## src/rtl/core/ctqw_pkg.sv

```systemverilog
`timescale 1ns / 1ps
// ----------------------------------------------------------------------------
// Coalescing task queue package
// Operation and status codes, request and result structures.
// ----------------------------------------------------------------------------
package ctqw_pkg;

	localparam logic [2:0] OP_SUBMIT_PLAIN = 3'd0;
	localparam logic [2:0] OP_SUBMIT_KEYED = 3'd1;
	localparam logic [2:0] OP_TAKE        = 3'd2;
	localparam logic [2:0] OP_DONE        = 3'd3;
	localparam logic [2:0] OP_TICK        = 3'd4;
	localparam logic [2:0] OP_STOP        = 3'd5;

	localparam logic [3:0] ST_OK         = 4'd0;
	localparam logic [3:0] ST_COALESCED  = 4'd1;
	localparam logic [3:0] ST_DROPPED    = 4'd2;
	localparam logic [3:0] ST_INVALID    = 4'd3;
	localparam logic [3:0] ST_STOPPING   = 4'd4;
	localparam logic [3:0] ST_FULL       = 4'd5;
	localparam logic [3:0] ST_DISPATCHED = 4'd6;
	localparam logic [3:0] ST_EMPTY      = 4'd7;
	localparam logic [3:0] ST_BUSY       = 4'd8;

	typedef struct packed {
		logic [2:0]  op;
		logic [15:0] task_handle;
		logic [15:0] state_key;
		logic [15:0] timeout_ticks;
	} req_t;

	typedef struct packed {
		logic [3:0]  status;
		logic [15:0] out_handle;
		logic [15:0] out_timeout;
		logic        from_keyed;
		logic        timeout_event;
		logic        busy_res;
	} res_t;

	// Controller commands to the datapath.
	typedef struct packed {
		logic capture;
		logic execute;
	} cmd_t;

	typedef enum logic [1:0] {
		S_IDLE = 2'b01,
		S_EXEC = 2'b10
	} state_t;

endpackage

```

## src/rtl/core/coalescing_task_queue_watchdog_core.sv

```systemverilog
`timescale 1ns / 1ps
// A request is captured in the idle state and executed in the execute state, which registers its result.
// The controller takes no new request while busy; busy is high in the execute state.
// The result strobe lasts one cycle and cannot be held off by the receiver.
// Reset clears counts, watchdog state and stop; the limit resets to 16.
// ----------------------------------------------------------------------------
// Coalescing task queue with watchdog
// Top level joining the controller and the datapath.
// ----------------------------------------------------------------------------
module coalescing_task_queue_watchdog_core #(
	parameter int PLAIN_DEPTH = 16,
	parameter int KEYED_DEPTH = 16
) (
	input  logic           clk,
	input  logic           arst_n,
	input  logic           start,
	output logic           busy,
	input  ctqw_pkg::req_t req,
	output logic           done,
	output ctqw_pkg::res_t res,
	input  logic           cfg_we,
	input  logic [4:0]     cfg_wdata
);

	ctqw_pkg::cmd_t cmd;

	ctqw_ctrl u_ctrl (
		.clk    (clk),
		.arst_n (arst_n),
		.start  (start),
		.busy   (busy),
		.cmd    (cmd)
	);

	ctqw_dp #(
		.PLAIN_DEPTH (PLAIN_DEPTH),
		.KEYED_DEPTH (KEYED_DEPTH)
	) u_dp (
		.clk       (clk),
		.arst_n    (arst_n),
		.cmd       (cmd),
		.req       (req),
		.cfg_we    (cfg_we),
		.cfg_wdata (cfg_wdata),
		.res       (res),
		.res_valid (done)
	);

endmodule

```

## src/rtl/core/ctqw_ctrl.sv

```systemverilog
`timescale 1ns / 1ps
// ----------------------------------------------------------------------------
// Coalescing task queue controller
// Sequences capture of a request and its execution in the datapath.
// ----------------------------------------------------------------------------
module ctqw_ctrl (
	input  logic           clk,
	input  logic           arst_n,
	input  logic           start,
	output logic           busy,
	output ctqw_pkg::cmd_t cmd
);

	ctqw_pkg::state_t state_q;

	always_ff @(posedge clk or negedge arst_n) begin
		if (!arst_n) begin
			state_q <= ctqw_pkg::S_IDLE;
		end else begin
			unique case (state_q)
				ctqw_pkg::S_IDLE: if (start) state_q <= ctqw_pkg::S_EXEC;
				ctqw_pkg::S_EXEC: state_q <= ctqw_pkg::S_IDLE;
				default:          state_q <= ctqw_pkg::S_IDLE;
			endcase
		end
	end

	assign busy        = (state_q == ctqw_pkg::S_EXEC);
	assign cmd.capture = (state_q == ctqw_pkg::S_IDLE) && start;
	assign cmd.execute = (state_q == ctqw_pkg::S_EXEC);

endmodule

```

## src/rtl/core/ctqw_dp.sv

```systemverilog
`timescale 1ns / 1ps
// ----------------------------------------------------------------------------
// Coalescing task queue datapath
// Plain FIFO memory, ordered keyed table, watchdog and result register.
// ----------------------------------------------------------------------------
module ctqw_dp #(
	parameter int PLAIN_DEPTH = 16,
	parameter int KEYED_DEPTH = 16
) (
	input  logic           clk,
	input  logic           arst_n,
	input  ctqw_pkg::cmd_t cmd,
	input  ctqw_pkg::req_t req,
	input  logic           cfg_we,
	input  logic [4:0]     cfg_wdata,
	output ctqw_pkg::res_t res,
	output logic           res_valid
);

	localparam int PW = (PLAIN_DEPTH > 1) ? $clog2(PLAIN_DEPTH) : 1;
	localparam int PCW = $clog2(PLAIN_DEPTH + 1);
	localparam int SW = PCW + 1;
	localparam int KW = (KEYED_DEPTH > 1) ? $clog2(KEYED_DEPTH) : 1;
	localparam int KCW = $clog2(KEYED_DEPTH + 1);
	localparam logic [16:0] ELAPSED_MAX = 17'h1FFFF;

	ctqw_pkg::req_t req_q;
	logic [4:0]     limit_q;
	logic [31:0]    plain_mem [PLAIN_DEPTH];
	logic [31:0]    plain_rd_q;
	logic [PW-1:0]  head_q;
	logic [PCW-1:0] pcount_q;
	logic [15:0]    kkey_q [KEYED_DEPTH];
	logic [15:0]    khnd_q [KEYED_DEPTH];
	logic [15:0]    ktmo_q [KEYED_DEPTH];
	logic [KCW-1:0] kcount_q;
	logic           running_q;
	logic [16:0]    elapsed_q;
	logic [15:0]    climit_q;
	logic           expired_q;
	logic           fired_q;
	logic           stop_q;
	ctqw_pkg::res_t res_q;
	logic           res_valid_q;

	logic [KCW-1:0] lim_use;
	logic [KEYED_DEPTH-1:0] hit;
	logic           found;
	logic [KW-1:0]  hit_idx;
	logic [SW-1:0]  tail_sum;
	logic [PW-1:0]  tail;
	logic [PW-1:0]  head_nxt;
	logic [16:0]    elapsed_inc;

	always_comb begin
		if (limit_q == 5'd0) lim_use = KCW'(1);
		else if ({27'd0, limit_q} > KEYED_DEPTH) lim_use = KCW'(KEYED_DEPTH);
		else lim_use = KCW'(limit_q);
	end

	always_comb begin
		found   = 1'b0;
		hit_idx = '0;
		for (int i = 0; i < KEYED_DEPTH; i++) begin
			hit[i] = (KCW'(i) < kcount_q) && (kkey_q[i] == req_q.state_key);
		end
		for (int i = KEYED_DEPTH - 1; i >= 0; i--) begin
			if (hit[i]) begin
				found   = 1'b1;
				hit_idx = KW'(i);
			end
		end
	end

	// The FIFO pointers wrap by compare, so any depth works.
	assign tail_sum = SW'(head_q) + SW'(pcount_q);
	assign tail = (tail_sum >= SW'(PLAIN_DEPTH)) ? PW'(tail_sum - SW'(PLAIN_DEPTH))
		: PW'(tail_sum);
	assign head_nxt = (head_q == PW'(PLAIN_DEPTH - 1)) ? '0 : head_q + PW'(1);
	assign elapsed_inc = (elapsed_q < ELAPSED_MAX) ? elapsed_q + 17'd1 : elapsed_q;

	// The FIFO head is read into a register while the request is captured.
	always_ff @(posedge clk) begin
		if (cmd.capture) begin
			req_q      <= req;
			plain_rd_q <= plain_mem[head_q];
		end
		if (cmd.execute && req_q.op == ctqw_pkg::OP_SUBMIT_PLAIN
			&& req_q.task_handle != 16'd0 && req_q.timeout_ticks != 16'd0
			&& !stop_q && pcount_q < PCW'(PLAIN_DEPTH)) begin
			plain_mem[tail] <= {req_q.task_handle, req_q.timeout_ticks};
		end
	end

	always_ff @(posedge clk or negedge arst_n) begin
		if (!arst_n) begin
			limit_q     <= 5'd16;
			head_q      <= '0;
			pcount_q    <= '0;
			kcount_q    <= '0;
			running_q   <= 1'b0;
			elapsed_q   <= '0;
			climit_q    <= '0;
			expired_q   <= 1'b0;
			fired_q     <= 1'b0;
			stop_q      <= 1'b0;
			res_valid_q <= 1'b0;
			res_q       <= '0;
		end else begin
			if (cfg_we) limit_q <= cfg_wdata;
			res_valid_q <= cmd.execute;
			if (cmd.execute) begin
				automatic ctqw_pkg::res_t r = '0;
				automatic logic p_nz = (pcount_q != '0);
				automatic logic k_nz = (kcount_q != '0);
				automatic logic run = running_q;
				r.status = ctqw_pkg::ST_OK;
				case (req_q.op)
					ctqw_pkg::OP_SUBMIT_PLAIN: begin
						if (req_q.task_handle == 16'd0 || req_q.timeout_ticks == 16'd0)
							r.status = ctqw_pkg::ST_INVALID;
						else if (stop_q) r.status = ctqw_pkg::ST_STOPPING;
						else if (pcount_q >= PCW'(PLAIN_DEPTH)) r.status = ctqw_pkg::ST_FULL;
						else begin
							pcount_q <= pcount_q + PCW'(1);
							p_nz = 1'b1;
						end
					end
					ctqw_pkg::OP_SUBMIT_KEYED: begin
						if (req_q.task_handle == 16'd0 || req_q.state_key == 16'd0
							|| req_q.timeout_ticks == 16'd0)
							r.status = ctqw_pkg::ST_INVALID;
						else if (stop_q) r.status = ctqw_pkg::ST_STOPPING;
						else if (found) begin
							r.status        = ctqw_pkg::ST_COALESCED;
							khnd_q[hit_idx] <= req_q.task_handle;
							ktmo_q[hit_idx] <= req_q.timeout_ticks;
						end else if (kcount_q >= lim_use) begin
							// Evict the oldest and append at the old end position.
							r.status = ctqw_pkg::ST_DROPPED;
							for (int i = 0; i < KEYED_DEPTH - 1; i++) begin
								if (KCW'(i + 1) < kcount_q) begin
									kkey_q[i] <= kkey_q[i+1];
									khnd_q[i] <= khnd_q[i+1];
									ktmo_q[i] <= ktmo_q[i+1];
								end
							end
							kkey_q[KW'(kcount_q - KCW'(1))] <= req_q.state_key;
							khnd_q[KW'(kcount_q - KCW'(1))] <= req_q.task_handle;
							ktmo_q[KW'(kcount_q - KCW'(1))] <= req_q.timeout_ticks;
						end else begin
							kkey_q[KW'(kcount_q)] <= req_q.state_key;
							khnd_q[KW'(kcount_q)] <= req_q.task_handle;
							ktmo_q[KW'(kcount_q)] <= req_q.timeout_ticks;
							kcount_q <= kcount_q + KCW'(1);
							k_nz = 1'b1;
						end
					end
					ctqw_pkg::OP_TAKE: begin
						if (running_q) r.status = ctqw_pkg::ST_BUSY;
						else if (p_nz) begin
							r.status      = ctqw_pkg::ST_DISPATCHED;
							r.out_handle  = plain_rd_q[31:16];
							r.out_timeout = plain_rd_q[15:0];
							head_q   <= head_nxt;
							pcount_q <= pcount_q - PCW'(1);
							p_nz      = (pcount_q != PCW'(1));
							run       = 1'b1;
							running_q <= 1'b1;
							elapsed_q <= '0;
							climit_q  <= plain_rd_q[15:0];
							expired_q <= 1'b0;
						end else if (k_nz) begin
							r.status      = ctqw_pkg::ST_DISPATCHED;
							r.out_handle  = khnd_q[0];
							r.out_timeout = ktmo_q[0];
							r.from_keyed  = 1'b1;
							for (int i = 0; i < KEYED_DEPTH - 1; i++) begin
								kkey_q[i] <= kkey_q[i+1];
								khnd_q[i] <= khnd_q[i+1];
								ktmo_q[i] <= ktmo_q[i+1];
							end
							kcount_q <= kcount_q - KCW'(1);
							k_nz      = (kcount_q != KCW'(1));
							run       = 1'b1;
							running_q <= 1'b1;
							elapsed_q <= '0;
							climit_q  <= ktmo_q[0];
							expired_q <= 1'b0;
						end else r.status = ctqw_pkg::ST_EMPTY;
					end
					ctqw_pkg::OP_DONE: begin
						if (!running_q) r.status = ctqw_pkg::ST_INVALID;
						else begin
							run       = 1'b0;
							running_q <= 1'b0;
							elapsed_q <= '0;
							climit_q  <= '0;
						end
					end
					ctqw_pkg::OP_TICK: begin
						if (running_q) begin
							elapsed_q <= elapsed_inc;
							if (!stop_q && !fired_q && !expired_q
								&& elapsed_inc > {1'b0, climit_q}) begin
								expired_q       <= 1'b1;
								fired_q         <= 1'b1;
								r.timeout_event = 1'b1;
							end
						end
					end
					ctqw_pkg::OP_STOP: begin
						stop_q   <= 1'b1;
						pcount_q <= '0;
						head_q   <= '0;
						kcount_q <= '0;
						p_nz = 1'b0;
						k_nz = 1'b0;
					end
					default: r.status = ctqw_pkg::ST_INVALID;
				endcase
				r.busy_res = run || p_nz || k_nz;
				res_q <= r;
			end
		end
	end

	assign res       = res_q;
	assign res_valid = res_valid_q;

endmodule
```

## config.mk

```make
export PLATFORM = sky130hd
export DESIGN_NAME = coalescing_task_queue_watchdog_core
export DESIGN_NICKNAME = d
export VERILOG_FILES = /design/src/rtl/core/ctqw_pkg.sv /design/src/rtl/core/coalescing_task_queue_watchdog_core.sv /design/src/rtl/core/ctqw_ctrl.sv /design/src/rtl/core/ctqw_dp.sv
export SDC_FILE = /design/constraint.sdc
export NUM_CORES = 2
export LEC_CHECK = 0
export BUFFER_PORTS_ARGS = -buffer_cell sky130_fd_sc_hd__buf_2
export CORE_AREA = 10 10 363 365
export DETAILED_ROUTE_END_ITERATION = 7
export DIE_AREA = 0 0 373 375
export PLACE_DENSITY_LB_ADDON = 0.3
export SYNTH_ARGS = -nofsm -noshare
export SYNTH_HDL_FRONTEND = slang
export SYNTH_SLANG_ARGS = --single-unit
```

## constraint.sdc

```tcl
create_clock -name clk -period 7.4 [get_ports clk]
set_clock_uncertainty 0.05 [all_clocks]
set_input_delay 0.37 -clock clk [delete_from_list [all_inputs] [get_ports clk]]
set_output_delay 0.37 -clock clk [all_outputs]
set_load 0.03 [all_outputs]
```

* After elaboration in Yosys (flattened, before gate mapping)
Memory sizes are Yosys's and may differ from the RTL's. A register that Yosys moved wholly into a read port is not among the register bits.
Cells that the tools add are included.
** Word-level totals
- Input port bits :: 60
- Output and inout bits :: 41
- Memories :: 4
- RAM bits :: 1280
- Logic and storage cells :: 545
- Register bits :: 149
** Operators by class
- Reductions and logical operators :: 81
- Equality and inequality tests :: 42
- Multiplexer cells :: 320
- Magnitude comparators :: 23
- Bitwise operators :: 45
- Add/subtract/negate cells :: 8
** Memories
- u_dp.plain_mem :: depth 16, width 32, rd ports 1, clocked after Yosys merged registers in 1, write ports 1, RTL line ctqw_dp.sv:29 : logic [31:0] plain_mem [PLAIN_DEPTH];
- u_dp.khnd_q :: depth 16, width 16, rd ports 16, clocked after Yosys merged registers in 0, write ports 16, RTL line ctqw_dp.sv:34 : logic [15:0] khnd_q [KEYED_DEPTH];
- u_dp.kkey_q :: depth 16, width 16, rd ports 16, clocked after Yosys merged registers in 0, write ports 16, RTL line ctqw_dp.sv:33 : logic [15:0] kkey_q [KEYED_DEPTH];
- u_dp.ktmo_q :: depth 16, width 16, rd ports 16, clocked after Yosys merged registers in 0, write ports 16, RTL line ctqw_dp.sv:35 : logic [15:0] ktmo_q [KEYED_DEPTH];
** Operators with widths (count)
- $mux W16 :: 54
- $eq A16 B16 Y1 :: 16
- $mux W1 :: 196
- $mux W4 :: 31
- $mux W17 :: 6
- $mux W33 :: 3
- $reduce_or A16 Y1 :: 5
- $mux W5 :: 14
- $pmux W17 S3 :: 1
- $logic_not A16 Y1 :: 3
- $or A1 B1 Y1 :: 45
- $logic_and A1 B1 Y1 :: 44
- $lt A4 B5 Y1 const A :: 8
- $mux W36 :: 1
- $pmux W16 S2 :: 1
- $reduce_bool A16 Y1 :: 2
- $pmux W5 S3 :: 2
- $lt A3 B5 Y1 const A :: 4
- $ne A2 B2 Y1 const B :: 10
- $pmux W4 S5 :: 1
- $add A17 B1 Y17 const B :: 1
- $gt A17 B16 Y1 :: 1
- $lt A17 B17 Y1 const B :: 1
- $reduce_and A6 Y1 :: 2
- other kinds (39) :: 67

* Longest topological paths before layout
An unclocked memory read counts as a cell.
- Word-level depth :: 30
- Gate-level depth with buffers :: 16
- Depth with buffers taken out :: 15

* Cells and area by module
From an unflattened synthesis, not the netlist that was laid out.
** Second synthesis, totals
- Cells, all modules :: 3811
- Area, all modules :: 64908.5 µm²
** Modules (own cells, without submodules)
- ctqw_dp :: seq. area each 43332.8 µm², cells an instance 3804, instances 1, area an instance 64818.4 µm²
- ctqw_ctrl :: seq. area each 51.3 µm², cells an instance 7, instances 1, area an instance 90.1 µm²

* Least setup slack after synthesis
Ideal clock, no wire load.
- Kind :: register to register
- Start :: register u_dp.req_q[16] (netlist bit)
- End :: memory u_dp.khnd_q[13][0], enable pin
- Setup time :: 0.470 ns
- Buffers on the path :: 2
- Period minus slack after synthesis :: 5.778 ns
- Slack :: 1.622 ns
- Cell stages (with the launch flop) :: 12
- Data required time :: 6.880 ns
- Arrival time :: 5.258 ns
- Cell sequence :: edfxtp_1 buf_2 buf_4 xnor2_1 or4b_2 nor3_1 and4b_1 a211oi_1 o311a_1 a2111oi_2 a21oi_1 o31ai_1
** RTL lines
- start, declared :: RTL line ctqw_dp.sv:27 : ctqw_pkg::req_t req_q;
- start signal, assigned :: RTL line ctqw_dp.sv:85 : req_q <= req;
- end, declared :: RTL line ctqw_dp.sv:34

==> flow_summary.html <==
<table>
<tr><th>Metric</th><th>Value</th></tr>
<tr><th colspan="2">Run status</th></tr>
<tr><td>Status</td><td>finished, final reports clean</td></tr>
<tr><th colspan="2">CTS</th></tr>
<tr><td>Master cell of the clock root buffer</td><td>clkbuf_16</td></tr>
<tr><td>Worst skew pair latency</td><td>800 ps</td></tr>
<tr><td>CTS clock-pin slew for the worst setup and hold paths</td><td>60 ps</td></tr>
<tr><td>H-tree depth reported by CTS</td><td>4</td></tr>
<tr><td>Clk sink count</td><td>1461</td></tr>
<tr><td>TritonCTS clock tree</td><td>built</td></tr>
<tr><td>Buffers from clock root to sink, at most</td><td>3</td></tr>
<tr><td>TritonCTS Buffers</td><td>150</td></tr>
<tr><th colspan="2">Logic synthesis</th></tr>
<tr><td>Count of flip-flops with a built-in enable after synthesis</td><td>1363</td></tr>
<tr><td>Average cell area after synthesis</td><td>16.10 µm²</td></tr>
<tr><td>Leading cell types by total area after synthesis</td><td>edfxtp_1, mux2_2, mux2_1, dfrtp_1, xor2_1</td></tr>
<tr><td>Post-synthesis net count</td><td>4168</td></tr>
<tr><td>Number of warnings printed during yosys synthesis</td><td>0</td></tr>
<tr><td>Seq/Total Area, Yosys</td><td>66.21%</td></tr>
<tr><td>Primary FF master, synth</td><td>edfxtp_1</td></tr>
<tr><td>Synth Instances</td><td>4071</td></tr>
<tr><td>Post-synth design cell area</td><td>65530 µm²</td></tr>
<tr><td>Synth area leader</td><td>edfxtp_1</td></tr>
<tr><td>Register bit total from synthesis</td><td>1461</td></tr>
<tr><td>Proportion of netlist area held by the largest area contributor</td><td>62.46%</td></tr>
<tr><td>Async S/R FF share, synth</td><td>6.708%</td></tr>
<tr><td>Library cells used by synthesis</td><td>91</td></tr>
<tr><th colspan="2">Setup path</th></tr>
<tr><td>Critical Path Start Type</td><td>flip-flop</td></tr>
<tr><td>Worst R2R Start</td><td>u_dp.kcount_q[4]</td></tr>
<tr><td>Internal reg-to-reg setup slack</td><td>1190 ps</td></tr>
<tr><td>Worst-case reg-to-reg path depth</td><td>10</td></tr>
<tr><td>Category of the most critical setup path</td><td>flip-flop to flip-flop</td></tr>
<tr><td>End of the worst register-to-register path</td><td>u_dp.khnd_q[7][0]</td></tr>
<tr><td>Highest net fanout along the worst path</td><td>32</td></tr>
<tr><td>Data arrival time of the critical path</td><td>6690 ps</td></tr>
<tr><td>Crit-path cells</td><td>nor3_2, o21ai_0, nand3_1, nor4_1, nor4_1, nand4_2, nor3_4, buf_4, a41oi_4, mux2_2</td></tr>
<tr><td>Most numerous cell on the critical path</td><td>nor4_1</td></tr>
<tr><td>Endpoint class of the critical path</td><td>flip-flop</td></tr>
<tr><td>Bufs and invs on worst path</td><td>1</td></tr>
<tr><td>Number of cells on the critical path</td><td>10</td></tr>
<tr><td>Critical Path Start</td><td>u_dp.kcount_q[4]</td></tr>
<tr><td>WP data required</td><td>7880 ps</td></tr>
<tr><td>Cell at the slowest stage of the critical path</td><td>nor4_1</td></tr>
<tr><td>Delay of the slowest cell on the worst path</td><td>820 ps</td></tr>
<tr><td>CP Capture Point</td><td>u_dp.khnd_q[7][0]</td></tr>
<tr><td>CP delay by family, top</td><td>simple AND/OR/NAND/NOR gates</td></tr>
<tr><th colspan="2">Job</th></tr>
<tr><td>Max-cap violations</td><td>0</td></tr>
<tr><th colspan="2">Place</th></tr>
<tr><td>Hpwl dp</td><td>101300 µm</td></tr>
<tr><td>Post-DP Area</td><td>68030 µm²</td></tr>
<tr><td>Weighted congestion reported at the end of routability-driven placement</td><td>0.9199</td></tr>
<tr><td>Number of buffers inserted by port buffering</td><td>100</td></tr>
<tr><th colspan="2">STA</th></tr>
<tr><td>Period Utilization, post-route</td><td>83.91%</td></tr>
<tr><td>Tightest hold margin</td><td>243.4 ps</td></tr>
<tr><td>Shortest clock period the worst path allows after layout</td><td>6209 ps</td></tr>
<tr><td>Max-Slew Margin vs Limit</td><td>15.73%</td></tr>
<tr><td>Worst Tran Pin Value</td><td>1260 ps</td></tr>
<tr><td>Final count of negative-setup-slack endpoints</td><td>0</td></tr>
<tr><td>Number of max-slew violations in the final report</td><td>0</td></tr>
<tr><td>Maximum clock rate</td><td>0.1610 GHz</td></tr>
<tr><td>Setup repair after global routing missed its margin</td><td>false</td></tr>
<tr><td>Total negative setup slack</td><td>0 ps</td></tr>
<tr><td>Final Hold Violating Endpoints</td><td>0</td></tr>
<tr><th colspan="2">Die</th></tr>
<tr><td>Starting utilization of the core area</td><td>52.52%</td></tr>
<tr><td>Area of the placeable core</td><td>124800 µm²</td></tr>
<tr><td>Total number of placement rows</td><td>130</td></tr>
<tr><td>Vertical extent of the die</td><td>375 µm</td></tr>
<tr><td>Chip width</td><td>373 µm</td></tr>
<tr><td>I/O pin count</td><td>101</td></tr>
<tr><td>Area of the die</td><td>139900 µm²</td></tr>
<tr><th colspan="2">Finish</th></tr>
<tr><td>Syn-to-layout area delta</td><td>11.87%</td></tr>
<tr><td># nets final</td><td>4362</td></tr>
<tr><td>Leading cell types in the layout, fill and taps excluded</td><td>edfxtp_1, mux2_2, mux2_1, xor2_1, nand2_1</td></tr>
<tr><td>Commonest non-fill, non-tap cell in the layout</td><td>edfxtp_1</td></tr>
<tr><td>Layout Cell Area excl Fill</td><td>73310 µm²</td></tr>
<tr><td>Fraction of final layout cells sized beyond drive strength 1</td><td>23.19%</td></tr>
<tr><th colspan="2">Detailed routing</th></tr>
<tr><td>Total length of routed wires</td><td>162000 µm</td></tr>
<tr><td>Remaining routing DRC violations</td><td>0</td></tr>
<tr><td>Number of antenna-violating nets in the routed design</td><td>0</td></tr>
<tr><td>Vias per cell</td><td>6.162</td></tr>
<tr><td>Total via count after detailed routing</td><td>37180</td></tr>
<tr><td>First DRT Iteration DRCs</td><td>3633</td></tr>
<tr><td>Average wire length per cell after detail routing</td><td>26.84 µm</td></tr>
<tr><td>First-pass iteration count of the detailed router</td><td>8</td></tr>
<tr><th colspan="2">Pwr</th></tr>
<tr><td>Leakage Power</td><td>24.84 nW</td></tr>
<tr><td>Total power draw</td><td>18.85 mW</td></tr>
<tr><td>IR Drop Worst-Case VDD</td><td>0.0002919 V</td></tr>
<tr><td>Pwr dens</td><td>257.1 nW/µm²</td></tr>
<tr><th colspan="2">Global routing</th></tr>
<tr><td>Pin count of the biggest net entering global routing</td><td>68</td></tr>
<tr><td>Global routing usage summed across all routing layers</td><td>22.80%</td></tr>
<tr><td>Wire length of the first global-routing pass</td><td>243600 µm</td></tr>
<tr><td>Total grt overflow</td><td>0</td></tr>
<tr><td>Vias in the first global route</td><td>37680</td></tr>
<tr><td>Number of antenna violations at the first check in global routing</td><td>5</td></tr>
<tr><th colspan="2">Hold path</th></tr>
<tr><td>Worst hold path depth</td><td>2</td></tr>
<tr><td>Class of the worst hold path</td><td>primary input to flip-flop</td></tr>
</table>
-- Yosys cell counts (18+ instances only) --
cell type  number
a21o_1         41
a21oi_1        80
a221oi_1       33
a22oi_1        38
a31oi_1        28
buf_1          24
buf_2          29
buf_4          60
buf_6          28
clkbuf_1      117
dfrtp_1        96
edfxtp_1     1363
ha_1           36
inv_1          53
mux2_1        329
mux2_2        417
mux2i_1       109
mux4_2         64
nand2_1       182
nand2b_1       18
nand3_1        54
nand4_1        43
nor2_1         79
nor3_1         31
nor4_1         84
o21ai_0       103
xnor2_1        98
xor2_1        187
-- cell type report --
| type | instances | area, µm² |
|---|---|---|
| sequential | 1461 | 43390 |
| antenna | 2 | 5.005 |
| tap | 1650 | 2064 |
| inverter | 54 | 205.2 |
| timing repair buffer | 302 | 2192 |
| multi-input combinational | 2296 | 20820 |
| fill | 9303 | 51450 |
| clock buffer | 198 | 4015 |
| clock inverter | 71 | 613.1 |
-- where the power goes --
part	internal, mW	switching (mW)	leakage, nW
registers	9.18	0.221	13.6
clock network	4.02	3.17	2.23
logic	0.844	1.41	9.03
-- sequential cells by signal (all words and copies together) (netlist names), 4 cells and up --
register and count:
u_dp.ktmo_q 256, u_dp.pcount_q 5, u_dp.req_q 51, u_dp.climit_q 16, u_dp.head_q 4, u_dp.plain_rd_q 32
u_dp.khnd_q 256, u_dp.kcount_q 5, u_dp.plain_mem 512, u_dp.elapsed_q 17, u_dp.limit_q 5, u_dp.kkey_q 256
u_dp.res 39
-- cell families after synthesis --
| group | count (synthesis) | share of synthesized area, % |
|---|---|---|
| multiplexers | 919 | 16.68 |
| buffers and inverters | 314 | 2.553 |
| AO/OA/AOI/OAI | 452 | 5.119 |
| AND/OR/NAND/NOR | 603 | 4.909 |
| flip-flops | 1461 | 66.21 |
| adder cells (fa/ha/maj) | 37 | 0.7179 |
| XOR/XNOR | 285 | 3.809 |
-- routing by layer --
layer  up-vias  track usage (%)  part of all wire [%]
met5         -                0                     0
met4         0            7.334                   2.9
met3       275            4.415                   7.8
met2      1538            36.94                    48
met1     19100            30.99                    42
li1      16280                -                     -
-- worst reg2reg max path, cell delays in order (launching register included) --
cell and delay (ps):
dfrtp_1 650, nor3_2 630, o21ai_0 440, nand3_1 170, nor4_1 130, nor4_1 830
nand4_2 780, nor3_4 800, buf_4 350, a41oi_4 580, mux2_2 550
-- worst min path at each step --
stage / start / endpoint
CTS: req[5] / u_dp.req_q[5]
global route: req[15] / u_dp.req_q[15]
detailed placement: u_dp.res[13] / u_dp.res[13]
global placement: u_dp.res[9] / u_dp.res[9]
floorplan: arst_n / u_ctrl.state_q[1]
finish: req[5] / u_dp.req_q[5]
-- timing repair --
item,4_1_cts,5_1_grt
buffers inserted,0,0
hold buffers,64,0
endpoints found under the hold margin,101,0
resized for setup,0,0
-- per-stage QoR --
stage / instances / util [%] / setup slack, ps
2_1_floorplan: 4071 / - / 1622
3_3_place_gp: 5699 / 54.53 / 1476
3_5_place_dp: 5699 / 54.53 / 1412
4_1_cts: 6032 / 58.75 / 1446
5_1_grt: 6032 / 58.75 / 1195
6_report: 6034 / 58.76 / 1191
Note: power is estimated with default switching activity, not from simulation.
